### src/hw/rtl/bmp24g_pkg.sv
// ----------------------------------------------------------------------------
// bmp24g_pkg
// shared types and constants of the 24-bit bmp grayscale stream converter
// ----------------------------------------------------------------------------
`default_nettype none

package bmp24g_pkg;

   // header byte positions of the captured little-endian words
   localparam int unsigned OFFSET_FIRST = 10;
   localparam int unsigned OFFSET_LAST  = 13;
   localparam int unsigned WIDTH_FIRST  = 18;
   localparam int unsigned WIDTH_LAST   = 21;
   localparam int unsigned HEIGHT_FIRST = 22;
   localparam int unsigned HEIGHT_LAST  = 25;

   // smallest pixel data offset, so all captured bytes lie in the header
   localparam int unsigned MIN_OFFSET = 26;

   // divide by three: floor(x * 683 / 2048) is exact for x below 1024
   localparam int unsigned RECIP3_MUL   = 683;
   localparam int unsigned RECIP3_SHIFT = 11;

   // result queue: one entry per request that gives results
   localparam int unsigned QUEUE_DEPTH = 4;
   localparam int unsigned QUEUE_PTR_W = $clog2(QUEUE_DEPTH);
   localparam int unsigned QUEUE_CNT_W = $clog2(QUEUE_DEPTH + 1);

   // section codes of a result byte
   localparam logic [1:0] SEC_HEADER = 2'd0;
   localparam logic [1:0] SEC_GRAY   = 2'd1;
   localparam logic [1:0] SEC_PAD    = 2'd2;

   typedef enum logic [1:0] {
      PH_HEADER = 2'd0,
      PH_PIXEL  = 2'd1,
      PH_PAD    = 2'd2,
      PH_DONE   = 2'd3
   } phase_type;

   typedef struct packed {
      logic [7:0] in_byte;
      logic       new_file;
   } req_type;

   typedef struct packed {
      logic [7:0] out_byte;
      logic [1:0] section;
      logic       last_in_run;
   } rsp_type;

   // one queued entry: a gray entry stands for three results
   typedef struct packed {
      logic [7:0] out_byte;
      logic [1:0] section;
   } entry_type;

endpackage

`default_nettype wire

### src/hw/rtl/bmp24_grayscale_stream.sv
// ----------------------------------------------------------------------------
// bmp24_grayscale_stream
// converts a 24-bit bmp byte stream to grayscale, header and padding kept
// ----------------------------------------------------------------------------
// the results of a request pass through the registered result queue
// throughput: one request per cycle while the result queue is not full; a completed
//    pixel leaves the queue as three results, matching its three request bytes
// request side stalls only while the four-entry result queue is full
// reset clears all counters, captured words, phase and the result queue
// ----------------------------------------------------------------------------
`default_nettype none

module bmp24_grayscale_stream #(
   parameter int DIM_BITS = 16
) (
   input  wire                    clock,
   input  wire                    reset,
   // request channel
   input  wire                    req_valid,
   output logic                   req_stall,
   input  bmp24g_pkg::req_type    req_data,
   // result channel
   output logic                   rsp_valid,
   input  wire                    rsp_stall,
   output bmp24g_pkg::rsp_type    rsp_data
);

   localparam int PW = bmp24g_pkg::QUEUE_PTR_W;
   localparam int CW = bmp24g_pkg::QUEUE_CNT_W;

   localparam logic [DIM_BITS-1:0] DIM_MAX = '1;
   localparam logic [DIM_BITS-1:0] MIN_OFF = DIM_BITS'(bmp24g_pkg::MIN_OFFSET);
   localparam logic [DIM_BITS-1:0] P_OFF_LO = DIM_BITS'(bmp24g_pkg::OFFSET_FIRST);
   localparam logic [DIM_BITS-1:0] P_OFF_HI = DIM_BITS'(bmp24g_pkg::OFFSET_LAST);
   localparam logic [DIM_BITS-1:0] P_WID_LO = DIM_BITS'(bmp24g_pkg::WIDTH_FIRST);
   localparam logic [DIM_BITS-1:0] P_WID_HI = DIM_BITS'(bmp24g_pkg::WIDTH_LAST);
   localparam logic [DIM_BITS-1:0] P_HGT_LO = DIM_BITS'(bmp24g_pkg::HEIGHT_FIRST);
   localparam logic [DIM_BITS-1:0] P_HGT_HI = DIM_BITS'(bmp24g_pkg::HEIGHT_LAST);
   localparam logic [CW-1:0]       Q_FULL   = CW'(bmp24g_pkg::QUEUE_DEPTH);
   localparam logic [9:0]          RECIP3   = 10'(bmp24g_pkg::RECIP3_MUL);
   localparam int                  RSH      = bmp24g_pkg::RECIP3_SHIFT;

   // merge one byte of a little-endian word into the captured value, saturating
   function automatic logic [DIM_BITS-1:0] capture(input logic [DIM_BITS-1:0] old,
                                                   input logic [1:0] idx,
                                                   input logic [7:0] b);
      logic [4:0]          shift;
      logic [DIM_BITS+7:0] wide;
      shift = {idx, 3'b000};
      wide  = {8'd0, old} | ((DIM_BITS + 8)'(b) << shift);
      if (b == 8'd0) begin
         capture = old;
      end else if (int'(shift) >= DIM_BITS) begin
         capture = DIM_MAX;
      end else if (wide[DIM_BITS+7:DIM_BITS] != 8'd0) begin
         capture = DIM_MAX;
      end else begin
         capture = wide[DIM_BITS-1:0];
      end
   endfunction

   // ------------------------------------------------------------------------
   // stream state
   // ------------------------------------------------------------------------
   bmp24g_pkg::phase_type phase_ff, phase_in;
   logic [DIM_BITS-1:0]   pos_ff, pos_in;
   logic [DIM_BITS-1:0]   offset_ff, offset_in;
   logic [DIM_BITS-1:0]   width_ff, width_in;
   logic [DIM_BITS-1:0]   height_ff, height_in;
   logic [DIM_BITS-1:0]   col_ff, col_in;
   logic [DIM_BITS-1:0]   row_ff, row_in;
   logic [1:0]            comp_ff, comp_in;
   logic [9:0]            sum_ff, sum_in;
   logic [1:0]            pad_ff, pad_in;

   // state as seen by this request: a new file starts from reset values
   bmp24g_pkg::phase_type cur_phase;
   logic [DIM_BITS-1:0]   cur_pos, cur_offset, cur_width, cur_height, cur_col, cur_row;
   logic [1:0]            cur_comp, cur_pad;
   logic [9:0]            cur_sum;

   logic [7:0]            in_b;
   logic                  req_take;

   // shared intermediate values
   logic [9:0]            pix_sum;
   logic [19:0]           div_prod;
   logic [7:0]            gray;
   logic [1:0]            word_idx;
   logic [DIM_BITS-1:0]   off_new, wid_new, hgt_new, eff_off;
   logic [DIM_BITS-1:0]   col_next, row_next;
   logic [1:0]            pad_next;

   // result of this request
   logic                  gen_valid;
   bmp24g_pkg::entry_type gen_entry;

   assign in_b     = req_data.in_byte;
   assign req_take = req_valid && !req_stall;

   always_comb begin
      if (req_data.new_file) begin
         cur_phase  = bmp24g_pkg::PH_HEADER;
         cur_pos    = '0;
         cur_offset = '0;
         cur_width  = '0;
         cur_height = '0;
         cur_col    = '0;
         cur_row    = '0;
         cur_comp   = 2'd0;
         cur_sum    = 10'd0;
         cur_pad    = 2'd0;
      end else begin
         cur_phase  = phase_ff;
         cur_pos    = pos_ff;
         cur_offset = offset_ff;
         cur_width  = width_ff;
         cur_height = height_ff;
         cur_col    = col_ff;
         cur_row    = row_ff;
         cur_comp   = comp_ff;
         cur_sum    = sum_ff;
         cur_pad    = pad_ff;
      end
   end

   // header capture: positions 10, 18 and 22 all have low bits 2'b10
   assign word_idx = cur_pos[1:0] - 2'd2;

   always_comb begin
      off_new = cur_offset;
      wid_new = cur_width;
      hgt_new = cur_height;
      if (cur_pos >= P_OFF_LO && cur_pos <= P_OFF_HI) begin
         off_new = capture(cur_offset, word_idx, in_b);
      end else if (cur_pos >= P_WID_LO && cur_pos <= P_WID_HI) begin
         wid_new = capture(cur_width, word_idx, in_b);
      end else if (cur_pos >= P_HGT_LO && cur_pos <= P_HGT_HI) begin
         hgt_new = capture(cur_height, word_idx, in_b);
      end
      eff_off = (off_new < MIN_OFF) ? MIN_OFF : off_new;
   end

   // pixel arithmetic: sum of three colour bytes, divided by three
   assign pix_sum  = cur_sum + 10'(in_b);
   assign div_prod = 20'(pix_sum) * 20'(RECIP3);
   assign gray     = div_prod[RSH+7:RSH];
   assign col_next = cur_col + 1'b1;
   assign row_next = cur_row + 1'b1;
   // padding (4 - 3w mod 4) mod 4 reduces to w mod 4
   assign pad_next = cur_pad - 2'd1;

   // next state
   always_comb begin
      phase_in  = cur_phase;
      pos_in    = cur_pos;
      offset_in = cur_offset;
      width_in  = cur_width;
      height_in = cur_height;
      col_in    = cur_col;
      row_in    = cur_row;
      comp_in   = cur_comp;
      sum_in    = cur_sum;
      pad_in    = cur_pad;
      unique case (cur_phase)
         bmp24g_pkg::PH_HEADER: begin
            offset_in = off_new;
            width_in  = wid_new;
            height_in = hgt_new;
            if (cur_pos != DIM_MAX) begin
               pos_in = cur_pos + 1'b1;
            end
            if (({1'b0, cur_pos} + 1'b1) >= {1'b0, eff_off}) begin
               col_in  = '0;
               row_in  = '0;
               comp_in = 2'd0;
               sum_in  = 10'd0;
               pad_in  = 2'd0;
               if (wid_new == '0 || hgt_new == '0) begin
                  phase_in = bmp24g_pkg::PH_DONE;
               end else begin
                  phase_in = bmp24g_pkg::PH_PIXEL;
               end
            end
         end
         bmp24g_pkg::PH_PIXEL: begin
            if (cur_comp < 2'd2) begin
               comp_in = cur_comp + 2'd1;
               sum_in  = pix_sum;
            end else begin
               comp_in = 2'd0;
               sum_in  = 10'd0;
               col_in  = col_next;
               if (col_next >= cur_width) begin
                  pad_in = cur_width[1:0];
                  if (cur_width[1:0] != 2'd0) begin
                     phase_in = bmp24g_pkg::PH_PAD;
                  end else begin
                     // row ends without padding
                     row_in   = row_next;
                     col_in   = '0;
                     phase_in = (row_next >= cur_height) ? bmp24g_pkg::PH_DONE
                                                         : bmp24g_pkg::PH_PIXEL;
                  end
               end
            end
         end
         bmp24g_pkg::PH_PAD: begin
            if (cur_pad != 2'd0) begin
               pad_in = pad_next;
            end
            if (cur_pad <= 2'd1) begin
               row_in   = row_next;
               col_in   = '0;
               phase_in = (row_next >= cur_height) ? bmp24g_pkg::PH_DONE
                                                   : bmp24g_pkg::PH_PIXEL;
            end
         end
         bmp24g_pkg::PH_DONE: begin
            // trailing bytes are dropped
         end
         default: begin
         end
      endcase
   end

   // results of this request
   always_comb begin
      gen_valid          = 1'b0;
      gen_entry.out_byte = in_b;
      gen_entry.section  = bmp24g_pkg::SEC_HEADER;
      unique case (cur_phase)
         bmp24g_pkg::PH_HEADER: begin
            gen_valid = 1'b1;
         end
         bmp24g_pkg::PH_PIXEL: begin
            gen_valid          = (cur_comp >= 2'd2);
            gen_entry.out_byte = gray;
            gen_entry.section  = bmp24g_pkg::SEC_GRAY;
         end
         bmp24g_pkg::PH_PAD: begin
            gen_valid         = 1'b1;
            gen_entry.section = bmp24g_pkg::SEC_PAD;
         end
         bmp24g_pkg::PH_DONE: begin
            gen_valid = 1'b0;
         end
         default: begin
            gen_valid = 1'b0;
         end
      endcase
   end

   always_ff @(posedge clock) begin
      if (reset) begin
         phase_ff  <= bmp24g_pkg::PH_HEADER;
         pos_ff    <= '0;
         offset_ff <= '0;
         width_ff  <= '0;
         height_ff <= '0;
         col_ff    <= '0;
         row_ff    <= '0;
         comp_ff   <= 2'd0;
         sum_ff    <= 10'd0;
         pad_ff    <= 2'd0;
      end else if (req_take) begin
         phase_ff  <= phase_in;
         pos_ff    <= pos_in;
         offset_ff <= offset_in;
         width_ff  <= width_in;
         height_ff <= height_in;
         col_ff    <= col_in;
         row_ff    <= row_in;
         comp_ff   <= comp_in;
         sum_ff    <= sum_in;
         pad_ff    <= pad_in;
      end
   end

   // ------------------------------------------------------------------------
   // result queue: one entry per request with results, a gray entry is
   // played out three times before it leaves
   // ------------------------------------------------------------------------
   bmp24g_pkg::entry_type queue_ff [bmp24g_pkg::QUEUE_DEPTH];
   logic [PW-1:0]         wr_ptr_ff, wr_ptr_in;
   logic [PW-1:0]         rd_ptr_ff, rd_ptr_in;
   logic [CW-1:0]         count_ff, count_in;
   logic [1:0]            rep_ff, rep_in;

   bmp24g_pkg::entry_type head;
   logic                  head_last;
   logic                  push;
   logic                  rsp_take;
   logic                  pop;

   assign req_stall = (count_ff == Q_FULL);
   assign push      = req_take && gen_valid;

   assign head      = queue_ff[rd_ptr_ff];
   assign head_last = (head.section != bmp24g_pkg::SEC_GRAY) || (rep_ff == 2'd2);
   assign rsp_valid = (count_ff != '0);
   assign rsp_take  = rsp_valid && !rsp_stall;
   assign pop       = rsp_take && head_last;

   assign rsp_data.out_byte    = head.out_byte;
   assign rsp_data.section     = head.section;
   assign rsp_data.last_in_run = head_last;

   always_comb begin
      wr_ptr_in = push ? wr_ptr_ff + 1'b1 : wr_ptr_ff;
      rd_ptr_in = pop ? rd_ptr_ff + 1'b1 : rd_ptr_ff;
      count_in  = count_ff + CW'(push) - CW'(pop);
      if (pop) begin
         rep_in = 2'd0;
      end else if (rsp_take) begin
         rep_in = rep_ff + 2'd1;
      end else begin
         rep_in = rep_ff;
      end
   end

   always_ff @(posedge clock) begin
      if (push) begin
         queue_ff[wr_ptr_ff] <= gen_entry;
      end
   end

   always_ff @(posedge clock) begin
      if (reset) begin
         wr_ptr_ff <= '0;
         rd_ptr_ff <= '0;
         count_ff  <= '0;
         rep_ff    <= 2'd0;
      end else begin
         wr_ptr_ff <= wr_ptr_in;
         rd_ptr_ff <= rd_ptr_in;
         count_ff  <= count_in;
         rep_ff    <= rep_in;
      end
   end

endmodule

`default_nettype wire

### config.mk
export PLATFORM = sky130hd
export DESIGN_NAME = bmp24_grayscale_stream
export DESIGN_NICKNAME = d
export VERILOG_FILES = /design/src/hw/rtl/bmp24g_pkg.sv /design/src/hw/rtl/bmp24_grayscale_stream.sv
export SDC_FILE = /design/constraint.sdc
export NUM_CORES = 1
export LEC_CHECK = 0
export BUFFER_PORTS_ARGS = -buffer_cell sky130_fd_sc_hd__buf_2
export CORE_ASPECT_RATIO = 1.25
export CORE_MARGIN = 5
export CORE_UTILIZATION = 45
export DETAILED_ROUTE_END_ITERATION = 8
export MAX_ROUTING_LAYER = met4
export PLACE_DENSITY = 0.6
export SLEW_MARGIN = 20
export SYNTH_ARGS = -nofsm -noshare
export SYNTH_HDL_FRONTEND = slang
export SYNTH_SLANG_ARGS = --single-unit
### constraint.sdc
create_clock -name clock -period 14.6 [get_ports clock]
set_input_delay 2.92 -clock clock [delete_from_list [all_inputs] [get_ports clock]]
set_output_delay 2.92 -clock clock [all_outputs]
set_load 0.01 [all_outputs]
==> reports/qor.txt, run 1 <==
Status: finished, final reports clean
PnR worst setup slack: 5520 ps
Post-Syn Nets: 1521
Post-synthesis sequential area ratio: 31.2%
CTS tree: done
Worst reg2reg path depth: 22
Detailed Route WL: 31600 um
Cell area power density: 114 mW/mm^2
Hold Startpoint: comp_ff[0]
Inst Count DP: 1667
Antenna viol nets, final: 0
CTS max path bufs: 2
Clk Latency, worst-skew pair: 440 ps
Slew headroom: 23.7%
Avg Synthesized Cell Area: 8.64 um^2
Global-route wire length before repair: 51800 um
Mapped Area: 0.0117 mm^2
Slowest stage cell, crit path: fa_1
Chip height: 190 um
Synth area leaders: dfxtp_1, ha_1, edfxtp_1, nor2_1, nand2_1
Detailed-route wire length per cell: 18.6 um
Synth top area share: 21.0%
Post-DP Area: 0.0121 mm^2
Area of the die: 0.0294 mm^2
EDFF count, synth: 40
Min Hold Slack: 473 ps
Final hold violation count: 0
DR DRC count: 0
Worst reg2reg path startpoint: sum_ff[0]
Clock-pin slew on the worst setup and hold paths: 70 ps
Max_cap viols: 0
DP HPWL: 23000 um
Number of global-route vias before repair: 9857
R2R Path End: queue_ff[1][6]
Clock Power Share: 34.5%
Via count: 10.0k
Clk_skew: 10.3 ps
Fin area: 0.0127 mm^2
Final min period: 9080 ps
Critical path class: in2reg
Top FF cell, synth: dfxtp_1
Finished Layout Cells: 1699
Internal power: 0.969 mW
Worst Path Required: 14810 ps
GPL Wtd Cong: 0.884
Gr ovfl total: 0
Tot Pwr: 1.45 mW
Synthesis-stage register bit count: 163
Sequential power share: 35.7%
Total track usage: 22.5%
RSZ-0062 raised after global routing: no
Total CTS buffers: 17
Area Growth Syn to Fin: 8.66%
CP startpoint kind: input port
Cell accounting for the most synthesized area: dfxtp_1
Hold buffers post-CTS: 0
Die Wd: 154 um
Diodes inserted: 0
Vias per cell: 5.89
Worst path max stage delay: 580 ps
Static Leak: 5.00 nW
Post-CTS Resized: 0
Arr. time, crit path: 9300 ps
Nets@finish: 1509
CTS Root Cell: clkbuf_16
Max Clock Freq: 0.110 GHz
Flop-to-flop setup slack: 8140 ps
Cell variety after synth: 78
Core area: 0.0258 mm^2
Fin crit share: 62.2%
Number of iterations in the first detailed-routing pass: 5
Ratio of cells with drive above 1 in the final layout: 7.28%
I/O Buffers: 25
Post-CTS setup repair buffer count: 0
FFs w/ async S/R, synth: 0%
Final Util: 49.3%
Net switching power: 0.482 mW
Final setup fails: 0
CTS sink count: 163
Slew @ Worst Pin: 1140 ps
Worst setup path end: queue_ff[1][6]
Initial core utilization: 45.4%
CTS H-Tree Depth: 4
CP endpoint kind: flop
Synth Instances: 1358
Critical-path cell list: buf_4, nor2b_1, ha_1, fa_1, a21o_1, a21oi_1, nor2b_1, o21a_1, o41ai_1, xnor2_1, ha_1, ha_1, fa_1, fa_1, fa_1, ha_1, a211oi_1, a31o_2, nand3b_1, a21o_1, a21oi_1, xor2_1, o21ai_0
Place WS: 5050 ps
Yosys warnings: 0
Initial antenna violation count: 0
Initial DRC count: 594
Total Negative Setup Slacks: 0 ps
Crit path max fanout: 54
Net Sw Frac: 33.2%
CP Launch Point: req_data[0]
Largest net degree at the start of global routing: 97
IO Pins: 26
Max Slew Vio Count: 0
Comb pwr share: 29.7%
Rows: 66
Worst Hold Class: reg2reg
Fillcell total: 2498
VDD IR-drop max: 0.0000795 V
cells in the mapped netlist, types with 6 or more instances:
library cell and count:
buf_2 6, nand3_1 34, a211oi_1 10, nand4_1 21, xor2_1 21, and2_1 8, dfxtp_1 123, a21oi_1 84
o2bb2ai_1 8, a21o_1 24, clkbuf_1 49, buf_1 10, and3_1 14, nand2_1 123, inv_1 44, nor3_1 19
or3_1 12, nor2_1 188, o21a_1 12, nand2b_1 9, edfxtp_1 40, mux2i_1 6, a31oi_1 10, o21ai_0 73
xnor2_1 44, o41ai_1 9, mux4_2 10, fa_1 23, a32oi_1 12, nor2b_1 32, o221ai_1 8, a22oi_1 52
ha_1 127
critical path, delay by kind of cell:
family	cells	cell delay, ps
AOI/OAI and AO/OA	9	2080
xor gates and xnor gates	2	440
adders and majority gates	8	3090
buffers and inverters	1	460
and+or+nand+nor	3	300
cell usage in the layout (no fill, tap or decap), types with 23 or more instances in the layout:
cell type | netlist | final
buf_2 | 6 | 23
dfxtp_1 | 123 | 123
inv_1 | 44 | 43
nor2_1 | 188 | 187
xnor2_1 | 44 | 44
fa_1 | 23 | 23
a21o_1 | 24 | 24
o21ai_0 | 73 | 73
a21oi_1 | 84 | 84
a22oi_1 | 52 | 52
nand3_1 | 34 | 34
ha_1 | 127 | 127
nor2b_1 | 32 | 32
nand2_1 | 123 | 123
edfxtp_1 | 40 | 40
kinds of logic after synthesis:
family                     count (synthesis)  share of synthesized area (%)
muxes                                     17                           2.53
AOI/OAI and AO/OA                        354                           20.2
xor gates and xnor gates                  65                           4.85
DFF                                      163                           31.2
adders and majority gates                150                           17.5
buffers and inverters                    116                           4.10
and+or+nand+nor                          493                           19.6
worst min path at each step:
stage | endpoint | slack [ps] | cells past startpoint
5_1_grt | comp_ff[0] | 490 | 2
3_3_place_gp | comp_ff[0] | 450 | 2
4_1_cts | comp_ff[0] | 470 | 2
2_1_floorplan | comp_ff[0] | 440 | 2
6_report | comp_ff[0] | 470 | 2
3_5_place_dp | comp_ff[0] | 460 | 2
flip-flops by register name (all words and copies together) (netlist names), 3 cells and up, named ones only:
signal and cells:
height_ff 16, sum_ff 10, width_ff 16, offset_ff 16
pos_ff 16, count_ff 3, queue_ff 40, row_ff 16
col_ff 16
per-layer routing:
layer  global-route usage (%)  routed length, um  part of all wire (%)  vias to the layer above
li1                         -                  -                     -                     4925
met1                     28.3              13900                    44                     4741
met2                     36.5              15200                    48                      260
met3                     3.04               1360                   4.3                       76
met4                     9.72               1170                   3.7                        0
met5                        -                  0                     0                        -
layout make-up:
cell class | instances | area [um^2] | share of cell area (%)
tap | 340 | 425 | 3.34
timing repair buffer | 40 | 243 | 1.90
clock inverter | 11 | 164 | 1.29
inverter | 45 | 169 | 1.33
multi-input combinational | 1079 | 7590 | 59.5
sequential | 163 | 3660 | 28.7
clock buffer | 21 | 493 | 3.87
power by group through the flow:
stage	sequential [mW]	clock [mW]	combinational (mW)
5_1_grt	0.523	0.532	0.490
3_3_place_gp	0.529	0	0.430
2_1_floorplan	0.513	0	0.328
4_1_cts	0.519	0.511	0.437
6_report	0.518	0.501	0.432
3_5_place_dp	0.529	0	0.433
(Power assumes the default switching activity.)
==> run 2: changes to the inputs <==
clock period = 8.44 ns   (was 14.6 ns; I/O delays follow)
==> run 2 against run 1 <==
Net effect: power is 70% higher; setup slack got worse by 4500 ps; first-iteration DRC count rose by 2.0%; largest power group unchanged.
==> reports/qor.txt, run 2 (synthesis results as in run 1) <==
I/O Buffers: 25
Initial core utilization: 45.4%
Slew headroom: 28.6%
Most frequent cells in the layout: nor2_1, ha_1, nand2_1, dfxtp_1, a21oi_1
Ratio of cells with drive above 1 in the final layout: 7.68%
CP endpoint kind: flop
Net switching power: 0.828 mW
GPL Wtd Cong: 0.915
Slew @ Worst Pin: 1070 ps
Hold buffers post-CTS: 0
Status: finished, final reports clean
Internal power: 1.65 mW
Clk Latency, worst-skew pair: 440 ps
Rows: 66
Critical path class: in2reg
IO Pins: 26
Vias per cell: 5.85
Antenna viol nets, final: 0
Area Growth Syn to Fin: 8.81%
CTS H-Tree Depth: 4
Initial antenna violation count: 0
Number of flip-flops in the largest register: 40
Max_cap viols: 0
CTS max path bufs: 2
DP HPWL: 23300 um
CTS sink count: 163
CP startpoint kind: input port
Total track usage: 22.3%
Net Sw Frac: 33.5%
Cell area power density: 194 mW/mm^2
Chip height: 190 um
Arr. time, crit path: 7590 ps
Die Wd: 154 um
Clock-pin slew on the worst setup and hold paths: 60 ps
Final setup fails: 0
Min Hold Slack: 495 ps
Final hold violation count: 0
Crit path max fanout: 12
Static Leak: 5.01 nW
Gr ovfl total: 0
Initial DRC count: 606
Fin area: 0.0128 mm^2
Core area: 0.0258 mm^2
Clk_skew: 12.6 ps
Commonest non-fill, non-tap cell in the layout: nor2_1
Inst Count DP: 1676
Worst Path Required: 8650 ps
Final min period: 7370 ps
Post-CTS Resized: 0
Worst path max stage delay: 490 ps
Finished Layout Cells: 1708
Detailed Route WL: 31800 um
Diodes inserted: 0
RSZ-0062 raised after global routing: no
CTS Root Cell: clkbuf_16
Crit path buf inv count: 3
Total CTS buffers: 17
Fin crit share: 87.4%
DR DRC count: 0
Worst Hold Class: reg2reg
Biggest register: queue_ff
Global-route wire length before repair: 51700 um
Post-DP Area: 0.0122 mm^2
Largest net degree at the start of global routing: 72
Fillcell total: 2512
Nets@finish: 1518
Area of the die: 0.0294 mm^2
CTS tree: done
Slowest stage cell, crit path: fa_1
Worst path top cell family by delay: adder cells
Post-CTS setup repair buffer count: 0
Max Slew Vio Count: 0
Flop-to-flop setup slack: 2130 ps
Max Clock Freq: 0.136 GHz
VDD IR-drop max: 0.000141 V
Via count: 9998
Crit path top cell by count: ha_1
Total Negative Setup Slacks: 0 ps
Detailed-route wire length per cell: 18.6 um
Comb pwr share: 30.9%
Number of global-route vias before repair: 9800
Clock Power Share: 32.8%
Sequential power share: 36.3%
Number of iterations in the first detailed-routing pass: 5
run 2: metrics by stage:
| step | total power [mW] | worst slack (ps) | utilization [%] |
|---|---|---|---|
| after floorplan | 1.45 | 168 | - |
| after global placement | 1.67 | 746 | 47.0 |
| after detailed placement | 1.68 | 610 | 47.0 |
| after CTS | 2.50 | 1080 | 49.4 |
| after global routing | 2.62 | 648 | 49.4 |
| final | 2.47 | 1070 | 49.4 |
run 2: worst paths after layout:
check / startpoint / to / cells after the start
worst max-delay path: req_data[0] / queue_ff[3][9] / 26
worst max register to register: sum_ff[0] / queue_ff[3][9] / 25
worst min register to register: sum_ff[5] / sum_ff[5] / 2
worst min-delay path: sum_ff[5] / sum_ff[5] / 2
run 2: final cells by class:
| cell class | instances | area, um^2 | share of cell area [%] |
|---|---|---|---|
| tap | 340 | 425 | 3.33 |
| sequential | 163 | 3660 | 28.7 |
| multi-input combinational | 1079 | 7580 | 59.4 |
| timing repair buffer | 49 | 310 | 2.43 |
| inverter | 45 | 169 | 1.32 |
| clock buffer | 20 | 457 | 3.58 |
| clock inverter | 12 | 153 | 1.20 |
run 2: per-layer routing:
| metal | share of wire [%] | up-vias | wire (um) | GRT usage [%] |
|---|---|---|---|---|
| met5 | 0 | - | 0 | - |
| met1 | 44 | 4762 | 14000 | 27.9 |
| met3 | 3.6 | 52 | 1150 | 2.50 |
| met4 | 2.6 | 0 | 813 | 7.61 |
| li1 | - | 4949 | - | - |
| met2 | 50 | 235 | 15800 | 37.8 |
run 2: tightest hold or removal path, stage by stage (launching register included):
cell     delay, ps
dfxtp_1        320
a22oi_1         60
nor2_1          70
run 2: power by group through the flow:
stage	logic, mW	clock network (mW)	registers (mW)
floorplan	0.567	0	0.887
global placement	0.756	0	0.915
detailed placement	0.763	0	0.916
CTS	0.772	0.828	0.899
global route	0.853	0.862	0.906
finish	0.765	0.812	0.897
